===== src/hw/rtl/wnm_pkg.sv =====
// Shared types and constants for the wildcard name matcher.
// No dependencies; imported by the cell row and the top level.
package wnm_pkg;

   // Function codes of an input word
   localparam logic [1:0] FUNC_CLEAR  = 2'd0;
   localparam logic [1:0] FUNC_APPEND = 2'd1;
   localparam logic [1:0] FUNC_NAME   = 2'd2;

   // Character codes with special meaning
   localparam logic [7:0] CH_STAR  = 8'h2A;
   localparam logic [7:0] CH_QUEST = 8'h3F;
   localparam logic [7:0] CH_DOT   = 8'h2E;

   // Per-cycle control broadcast along the cell row
   typedef struct packed {
      logic load_closed; // take the closed next-position bit
      logic restart;     // reload the start-of-name position set
      logic kill;        // leading period: no position survives
   } cell_ctl_type;

endpackage


===== src/hw/rtl/wnm_cell.sv =====
// One pattern position: holds a pattern character and its active bit.
// Depends on wnm_pkg for control struct and character codes.
module wnm_cell (
   input  logic                  clock,
   input  logic                  reset,
   input  wnm_pkg::cell_ctl_type ctl,
   input  logic                  wr_en,
   input  logic [7:0]            char_value,
   input  logic                  used,
   input  logic                  init_val,
   input  logic                  restart_val,
   input  logic                  closed_in,
   input  logic                  adv_in,
   output logic                  adv_out,
   output logic                  raw_out,
   output logic                  prop,
   output logic                  is_star,
   output logic                  is_quest
);
   import wnm_pkg::*;

   logic [7:0] pat_ff;
   logic       act_ff;
   logic       act_in;
   logic       live;
   logic       stay;

   // Classify the stored pattern character
   assign is_star  = (pat_ff == CH_STAR);
   assign is_quest = (pat_ff == CH_QUEST);

   // Stay on a star, advance on a question mark or a literal hit
   assign live    = act_ff & used & ~ctl.kill;
   assign stay    = live & is_star;
   assign adv_out = live & ~is_star & (is_quest | (pat_ff == char_value));
   assign raw_out = stay | adv_in;
   assign prop    = used & is_star;

   // Hold the pattern character once written
   always_ff @(posedge clock) begin
      if (wr_en) begin
         pat_ff <= char_value;
      end
   end

   // Select the next active bit
   always_comb begin
      act_in = act_ff;
      if (ctl.restart) begin
         act_in = restart_val;
      end else if (ctl.load_closed) begin
         act_in = closed_in;
      end
   end

   always_ff @(posedge clock) begin
      if (reset) begin
         act_ff <= init_val;
      end else begin
         act_ff <= act_in;
      end
   end

endmodule


===== src/hw/rtl/wnm_closure.sv =====
// Star closure: spreads each live position across a following run of stars.
// Parallel prefix network, no dependencies.
module wnm_closure #(
   parameter int N = 32
) (
   input  logic [N:0]   gen,
   input  logic [N-1:0] prop,
   output logic [N:0]   closed
);

   localparam int LEVELS = $clog2(N + 1);

   logic [N:0] g_lvl [LEVELS+1];
   logic [N:0] p_lvl [LEVELS+1];

   // Combine spans of doubling length, like a carry lookahead
   always_comb begin
      g_lvl[0] = gen;
      p_lvl[0] = {prop, 1'b0};
      for (int lv = 0; lv < LEVELS; lv++) begin
         for (int j = 0; j <= N; j++) begin
            if (j >= (1 << lv)) begin
               g_lvl[lv+1][j] = g_lvl[lv][j] | (p_lvl[lv][j] & g_lvl[lv][j-(1<<lv)]);
               p_lvl[lv+1][j] = p_lvl[lv][j] & p_lvl[lv][j-(1<<lv)];
            end else begin
               g_lvl[lv+1][j] = g_lvl[lv][j];
               p_lvl[lv+1][j] = p_lvl[lv][j];
            end
         end
      end
   end

   assign closed = g_lvl[LEVELS];

endmodule


===== src/hw/rtl/wildcard_name_matcher.sv =====
// Wildcard name matcher: a row of pattern cells with a star closure network.
// Result: the verdict for a name is registered when its last character is taken,
// into the skid stage if the output register is still held. Throughput: one word
// per cycle while the skid stage is empty; the active-position update is combinational.
// Reset: empty pattern, only position zero active, overflow clear, output
// empty. The pattern store needs no clearing pass.
module wildcard_name_matcher #(
   parameter int PATTERN_MAX = 32
) (
   input  logic       clock,
   input  logic       reset,
   input  logic       req_valid,
   output logic       req_ready,
   input  logic [1:0] req_func,
   input  logic [7:0] req_char_value,
   input  logic       req_last,
   output logic       rsp_valid,
   input  logic       rsp_ready,
   output logic       rsp_matched,
   output logic       rsp_pattern_overflow
);
   import wnm_pkg::*;

   localparam int N  = PATTERN_MAX;
   localparam int LW = $clog2(N + 1);

   logic [LW-1:0] len_ff, len_in;
   logic          ovf_ff, ovf_in;
   logic          start_ff, start_in;
   logic [N:0]    lead_ff, lead_in;
   logic          act_n_ff, act_n_in;

   logic          accept, do_clear, do_append, do_name, full;
   cell_ctl_type  ctl;
   logic [N-1:0]  adv, prop, star_vec, quest_vec;
   logic [N:0]    raw, closed;
   logic          hit;

   logic          out_valid_ff, out_valid_in;
   logic          out_match_ff, out_match_in;
   logic          out_ovf_ff, out_ovf_in;
   logic          skid_valid_ff, skid_valid_in;
   logic          skid_match_ff, skid_match_in;
   logic          skid_ovf_ff, skid_ovf_in;
   logic          push, pop;

   // Decode the accepted word
   assign req_ready = ~skid_valid_ff;
   assign accept    = req_valid & req_ready;
   assign do_clear  = accept & (req_func == FUNC_CLEAR);
   assign do_append = accept & (req_func == FUNC_APPEND);
   assign do_name   = accept & (req_func == FUNC_NAME);
   assign full      = (len_ff == LW'(N));

   // Block the leading period against a leading wildcard
   assign ctl.kill = start_ff & (req_char_value == CH_DOT) & (len_ff != '0)
                     & (star_vec[0] | quest_vec[0]);
   assign ctl.load_closed = do_name & ~req_last;
   assign ctl.restart     = do_clear | do_append | (do_name & req_last);

   // Cell row
   for (genvar i = 0; i < N; i++) begin : g_cell
      logic adv_left;
      if (i == 0) begin : g_first
         assign adv_left = 1'b0;
      end else begin : g_rest
         assign adv_left = adv[i-1];
      end
      wnm_cell u_cell (
         .clock       (clock),
         .reset       (reset),
         .ctl         (ctl),
         .wr_en       (do_append & (len_ff == LW'(i))),
         .char_value  (req_char_value),
         .used        (LW'(i) < len_ff),
         .init_val    (i == 0),
         .restart_val (lead_in[i]),
         .closed_in   (closed[i]),
         .adv_in      (adv_left),
         .adv_out     (adv[i]),
         .raw_out     (raw[i]),
         .prop        (prop[i]),
         .is_star     (star_vec[i]),
         .is_quest    (quest_vec[i])
      );
   end
   assign raw[N] = adv[N-1];

   wnm_closure #(.N(N)) u_closure (
      .gen    (raw),
      .prop   (prop),
      .closed (closed)
   );

   // Final position and match decision
   assign hit = closed[len_ff] & ~ovf_ff;

   // Update pattern length, overflow, start-of-name positions
   always_comb begin
      len_in   = len_ff;
      ovf_in   = ovf_ff;
      start_in = start_ff;
      lead_in  = lead_ff;
      act_n_in = act_n_ff;
      if (do_clear) begin
         len_in   = '0;
         ovf_in   = 1'b0;
         lead_in  = {{N{1'b0}}, 1'b1};
      end else if (do_append) begin
         if (full) begin
            ovf_in = 1'b1;
         end else begin
            len_in = len_ff + 1'b1;
            for (int j = 1; j <= N; j++) begin
               if (len_ff == LW'(j - 1)) begin
                  lead_in[j] = lead_ff[j-1] & (req_char_value == CH_STAR);
               end
            end
         end
      end
      if (ctl.restart) begin
         start_in = 1'b1;
         act_n_in = lead_in[N];
      end else if (ctl.load_closed) begin
         start_in = 1'b0;
         act_n_in = closed[N];
      end
   end

   always_ff @(posedge clock) begin
      if (reset) begin
         len_ff   <= '0;
         ovf_ff   <= 1'b0;
         start_ff <= 1'b1;
         lead_ff  <= {{N{1'b0}}, 1'b1};
         act_n_ff <= 1'b0;
      end else begin
         len_ff   <= len_in;
         ovf_ff   <= ovf_in;
         start_ff <= start_in;
         lead_ff  <= lead_in;
         act_n_ff <= act_n_in;
      end
   end

   // Output register with skid stage
   assign push = do_name & req_last;
   assign pop  = out_valid_ff & rsp_ready;

   always_comb begin
      out_valid_in  = out_valid_ff;
      out_match_in  = out_match_ff;
      out_ovf_in    = out_ovf_ff;
      skid_valid_in = skid_valid_ff;
      skid_match_in = skid_match_ff;
      skid_ovf_in   = skid_ovf_ff;
      if (skid_valid_ff) begin
         if (pop) begin
            out_match_in  = skid_match_ff;
            out_ovf_in    = skid_ovf_ff;
            skid_valid_in = 1'b0;
         end
      end else if (push) begin
         if (~out_valid_ff | pop) begin
            out_valid_in = 1'b1;
            out_match_in = hit;
            out_ovf_in   = ovf_ff;
         end else begin
            skid_valid_in = 1'b1;
            skid_match_in = hit;
            skid_ovf_in   = ovf_ff;
         end
      end else if (pop) begin
         out_valid_in = 1'b0;
      end
   end

   always_ff @(posedge clock) begin
      if (reset) begin
         out_valid_ff  <= 1'b0;
         skid_valid_ff <= 1'b0;
      end else begin
         out_valid_ff  <= out_valid_in;
         skid_valid_ff <= skid_valid_in;
      end
   end

   // Hold result payloads
   always_ff @(posedge clock) begin
      out_match_ff  <= out_match_in;
      out_ovf_ff    <= out_ovf_in;
      skid_match_ff <= skid_match_in;
      skid_ovf_ff   <= skid_ovf_in;
   end

   assign rsp_valid            = out_valid_ff;
   assign rsp_matched          = out_match_ff;
   assign rsp_pattern_overflow = out_ovf_ff;

endmodule


===== config.mk =====
export PLATFORM = sky130hd
export DESIGN_NAME = wildcard_name_matcher
export DESIGN_NICKNAME = d
export VERILOG_FILES = /design/src/hw/rtl/wnm_pkg.sv /design/src/hw/rtl/wnm_cell.sv /design/src/hw/rtl/wnm_closure.sv /design/src/hw/rtl/wildcard_name_matcher.sv
export SDC_FILE = /design/constraint.sdc
export NUM_CORES = 1
export LEC_CHECK = 0
export ABC_AREA = 1
export BUFFER_PORTS_ARGS = -buffer_cell sky130_fd_sc_hd__buf_2
export CORE_ASPECT_RATIO = 0.9
export CORE_MARGIN = 4
export CORE_UTILIZATION = 55
export CTS_CLUSTER_DIAMETER = 120
export CTS_CLUSTER_SIZE = 10
export DETAILED_ROUTE_END_ITERATION = 16
export PLACE_DENSITY = 0.69
export SLEW_MARGIN = 5
export SYNTH_ARGS = -nofsm -noshare
export SYNTH_HDL_FRONTEND = slang
export SYNTH_HIERARCHICAL = 1
export SYNTH_SLANG_ARGS = --single-unit

===== constraint.sdc =====
create_clock -name clock -period 8.05 [get_ports clock]
set_input_delay 0.4025 -clock clock [delete_from_list [all_inputs] [get_ports clock]]
set_output_delay 0.4025 -clock clock [all_outputs]
set_load 0.02 [all_outputs]

Yosys cells after proc, flatten, opt, wreduce, memory -nomap -nowiden
Cells that the tools add are included.
{ "totals": {"romBits": 0, "reg_bits": 334, "mem_bits_rw": 0, "latch_bits": 0, "word_cells": 1117, "memories": 0, "in_bits": 15, "out_inout_bits": 4} }
{ "classes": {"n_eq_ne": 134, "mux": 116, "n_shift": 0, "div_mod_pow": 0, "bitwise_logic": 745, "reduce_logical": 14, "order_cmp": 33, "add_sub_neg": 1, "multipliers": 0} }
{ "op_table": {"columns": ["op", "n"], "rows": [
  ["equality test 8 x 6 -> 1 bit (second input constant)", 66],
  ["AND 1 bit", 504],
  ["equality test 8 bit", 32],
  ["OR 1 bit", 202],
  ["two-way mux 1 bit", 112],
  ["equality test 6 x 5 -> 1 bit (second input constant)", 16],
  ["< comparator 5 x 6 -> 1 bit (first input constant)", 16],
  ["two-way mux 31 bit", 3],
  ["equality test 6 x 4 -> 1 bit (second input constant)", 8],
  ["< comparator 4 x 6 -> 1 bit (first input constant)", 8],
  ["NOT 1 bit", 39],
  ["equality test 6 x 3 -> 1 bit (second input constant)", 4],
  ["< comparator 3 x 6 -> 1 bit (first input constant)", 4],
  ["equality test 6 x 2 -> 1 bit (second input constant)", 2],
  ["< comparator 1 x 6 -> 1 bit (first input constant)", 2],
  ["< comparator 2 x 6 -> 1 bit (first input constant)", 2],
  ["AND reduction 3 bit", 3],
  ["nonzero test 2 bit", 4],
  ["< comparator 6 x 7 -> 1 bit (second input constant)", 1],
  ["adder 6 x 1 -> 6 bit (second input constant)", 1],
  ["binary-select mux 1 bit (select 6 bit)", 1],
  ["equality test 6 x 1 -> 1 bit (second input constant)", 1],
  ["equality test 6 bit (second input constant)", 1],
  ["logical NOT 6 bit", 1],
  ["7 further kinds", 10]
]} }

Depth between registers and ports, before layout
{ "depth": {"depth_word": 26, "depth_mapped": 32, "mapped_depth_nobuf": 30} }

Cells and area by module
Netlist, hierarchy kept.
{ "by_module_without_submodules": {"columns": ["mod", "seq_area_each_um2", "cells_per_inst", "instances", "area_each_um2"], "rows": [
  ["wnm_cell", 270.3, 66, 32, 525.5],
  ["wildcard_name_matcher", 960.9, 559, 1, 3261.9],
  ["wnm_closure", 0.0, 339, 1, 1478.9]
]} }

Least setup slack after synthesis
OpenSTA, ideal clock, no wires.
{ "synth_timing": {"path_type": "reg2reg", "from": "register len_ff[0]", "to": "register skid_match_ff, data pin", "path_slack_ns": 2.376, "stages_incl_launch_ff": 27, "setup_time_ns": 0.255, "t_arrival_ns": 5.420, "n_path_buf": 2, "period_less_slack_ns": 5.674, "required_time_ns": 7.795, "path_cell_list": "dfxtp_1 -> buf_4 -> inv_2 -> buf_2 -> ha_1 -> inv_1 -> nor2_1 -> nor4b_1 -> nor2_1 -> nand2_1 -> a21oi_1 -> a21o_1 -> nand2_1 -> inv_1 -> o21ai_0 -> nand3_1 -> nand2_1 -> nand2_1 -> nand2_1 -> nand3_1 -> inv_1 -> nand2_1 -> nand3_1 -> nand2_1 -> o21ai_0 -> nand4_1 -> and2_1"} }
{ "synth_lines": {"columns": ["item", "line", "text"], "rows": [
  ["start, declared", "wildcard_name_matcher.sv:27", "logic [LW-1:0] len_ff, len_in;"],
  ["start signal, assigned", "wildcard_name_matcher.sv:138", "len_ff <= len_in;"],
  ["end signal, assigned", "wildcard_name_matcher.sv:192", "skid_match_ff <= skid_match_in;"],
  ["end, declared", "wildcard_name_matcher.sv:43", "logic skid_match_ff, skid_match_in;"]
]} }

==> results.cfg <==
[hold_path]
min_to = start_ff$_SDFFE_PP1P_
hold_class = in -> reg
min_from = req_last
worstHoldPathCells = 3

[worst_setup_path]
startpoint_type = flop
cp-end-kind = flop
required_ns = 8.36
cp.arrival_ns = 5.39
worstReg2RegStart = len_ff[0]$_SDFFE_PP0P_
rrSetupSlack_ns = 2.96
reg2reg_to = skid_match_ff$_DFFE_PP_
worstRegToRegCells = 23
cp_max_fo = 24
worstSetupPathType = reg -> reg

[place]
dp_cells = 3550
gp_congestion = 0.9828
dp_slack_ns = 3.154
dp_hpwl_um = 41130
port-buffer-count = 18
postPlaceCellArea_mm2 = 0.02234

[cts]
cts_resized = 0
cts.sinks = 334
cts_setup_buffers = 0
clk_pin_slew_ns = 0.06
cts_buffers = 39
insertion_delay_ns = 0.55
cts_tree = yes
cts.htree.levels = 2
holdBufCountCts = 0
cts_buffer_depth = 3
clock-root-buffer = clkbuf_16

[synthesis]
yosysWarnings = 6
synthCells = 2979
netlist_area_mm2 = 0.02144
avgSynthCellArea_um2 = 7.197

[timing]
finalHoldViolCount = 0
rsz0062_at_grt = false
tightest_slew_ns = 1.111
max_freq_ghz = 0.1966
setup_viol = 0
hold-worst-slack_ns = 0.1580
worst_slack_ns = 2.965
max_slew_margin = 0.2590
finClkSkew_ns = 0.01945
period_share = 0.6317
slew_violations = 0
fin_tns_setup_ns = 0
fin_crit_ns = 5.085

[pwr]
switchingPower_uw = 857.9
powerDensity_mw_per_mm2 = 161.0
power_frac_comb = 0.068
p_leak_nw = 10.80
switching_share = 0.2269
design_power_total_mw = 3.781
p_int_mw = 2.923
clock_power_share = 0.426
seq_power_share = 0.506
peakVddDrop_mv = 0.1529

[layout]
area_growth_pct = 9.506
postLayoutCellArea_mm2 = 0.02348
drive_gt1_frac = 0.07595
finish.utilization = 0.6105
diodes = 0
finalNetCount = 3086
finalNonFillerCells = 3619

[grt]
grt_pass1_wl_um = 92160
grt_antenna_before_repair = 0
grt_usage = 0.2728
grt-ovfl-total = 0
grt_pass1_vias = 17610
grt_max_degree = 97

[detailed_routing]
wirelength_um = 57680
vias = 18490
drt_drc_violations_left = 0
viasPerCell = 5.108
dr.pass1.iters = 8
post_drt_wl_per_cell_um = 15.94
drt_iter0_drc = 1523
ant_nets = 0

[floorplan]
ios = 19
die-area_mm2 = 0.04221
rows = 68
core_area_mm2 = 0.03846
start_util = 0.5575
die_x_um = 216.1
die_y_um = 195.3

[run_status]
status = finished clean

[run]
drv_cap = 0
how the worst max path moves through the flow:
stage / from / to / cells after the start
finish: len_ff[0]$_SDFFE_PP0P_ / skid_match_ff$_DFFE_PP_ / 23
detailed placement: len_ff[0]$_SDFFE_PP0P_ / skid_match_ff$_DFFE_PP_ / 23
global placement: len_ff[0]$_SDFFE_PP0P_ / skid_match_ff$_DFFE_PP_ / 23
floorplan: len_ff[0]$_SDFFE_PP0P_ / skid_match_ff$_DFFE_PP_ / 26
CTS: len_ff[0]$_SDFFE_PP0P_ / skid_match_ff$_DFFE_PP_ / 23
global route: len_ff[0]$_SDFFE_PP0P_ / skid_match_ff$_DFFE_PP_ / 23
flip-flops by register name, indices dropped and copies added (netlist names):
signal and flops:
g_cell.u_cell/pat_ff 256, g_cell.u_cell/act_ff 32, lead_ff 32, len_ff 6, ovf_ff 1, rsp_matched 1, rsp_pattern_overflow 1, rsp_valid 1
skid_match_ff 1, skid_ovf_ff 1, skid_valid_ff 1, start_ff 1
area by class of cell:
type                            count  area [µm²]
Inverter                          592        2222
Timing Repair Buffer               33       222.7
Clock inverter                      1       8.758
Tap cell                          525       656.9
Multi-Input combinational cell   2066        9632
Sequential cell                   334        9609
Fill cell                        3472       14980
Clock buffer                       68        1127
metal layers:
metal | global-route usage | vias to the layer above | share of wire
met5 | 0 | - | 0
met4 | 0.07395 | 0 | 0.021
met3 | 0.04481 | 92 | 0.071
met2 | 0.4438 | 553 | 0.45
li1 | - | 9294 | -
met1 | 0.3823 | 8546 | 0.46
worst max-delay path: stages (launching register included):
cell and delay, ns:
dfxtp_1 0.85, inv_2 0.40, ha_1 0.36, inv_1 0.18, nor2_1 0.12, nor4b_2 0.33, buf_4 0.31, nor2_1 0.10
nand2_1 0.07, a21oi_1 0.04, a21o_1 0.17, a21oi_1 0.29, nand3_1 0.23, nand2_1 0.11, nand2_1 0.12, nand2_1 0.11
nand3_1 0.11, inv_1 0.07, nand2_1 0.05, nand3_1 0.11, nand2_1 0.07, o21ai_0 0.20, nand4_1 0.22, and2_1 0.20
power groups by stage:
stage / Clock (mW) / Combinational, mW / Sequential, mW
after CTS: 1.64 / 0.256 / 1.91
after detailed placement: 0 / 0.255 / 1.95
final: 1.61 / 0.257 / 1.91
after global routing: 1.71 / 0.291 / 1.91
after global placement: 0 / 0.247 / 1.95
after floorplan: 0 / 0.152 / 1.94
layout by cell type, fill, tap and decap left out, types with 2 or more instances in the layout:
cell type / count
nor2_2: 19
nand2_1: 1018
clkbuf_16: 41
clkbuf_1: 27
o21ai_1: 4
edfxtp_1: 292
nand3b_1: 3
nor2_4: 5
buf_2: 10
nand3_2: 34
ha_1: 5
nor3_2: 34
a21o_1: 33
nor3_1: 43
inv_2: 44
o21bai_1: 2
nand3_1: 46
dfxtp_1: 42
nand2_2: 16
o21ai_0: 57
a21oi_1: 141
a21oi_2: 3
xnor2_1: 128
and2_1: 2
a31oi_1: 7
conb_1: 33
nor4_2: 3
buf_4: 23
nor2_1: 415
inv_1: 546
clkinv_1: 2
nand4_1: 6
(Power assumes the default switching activity.)
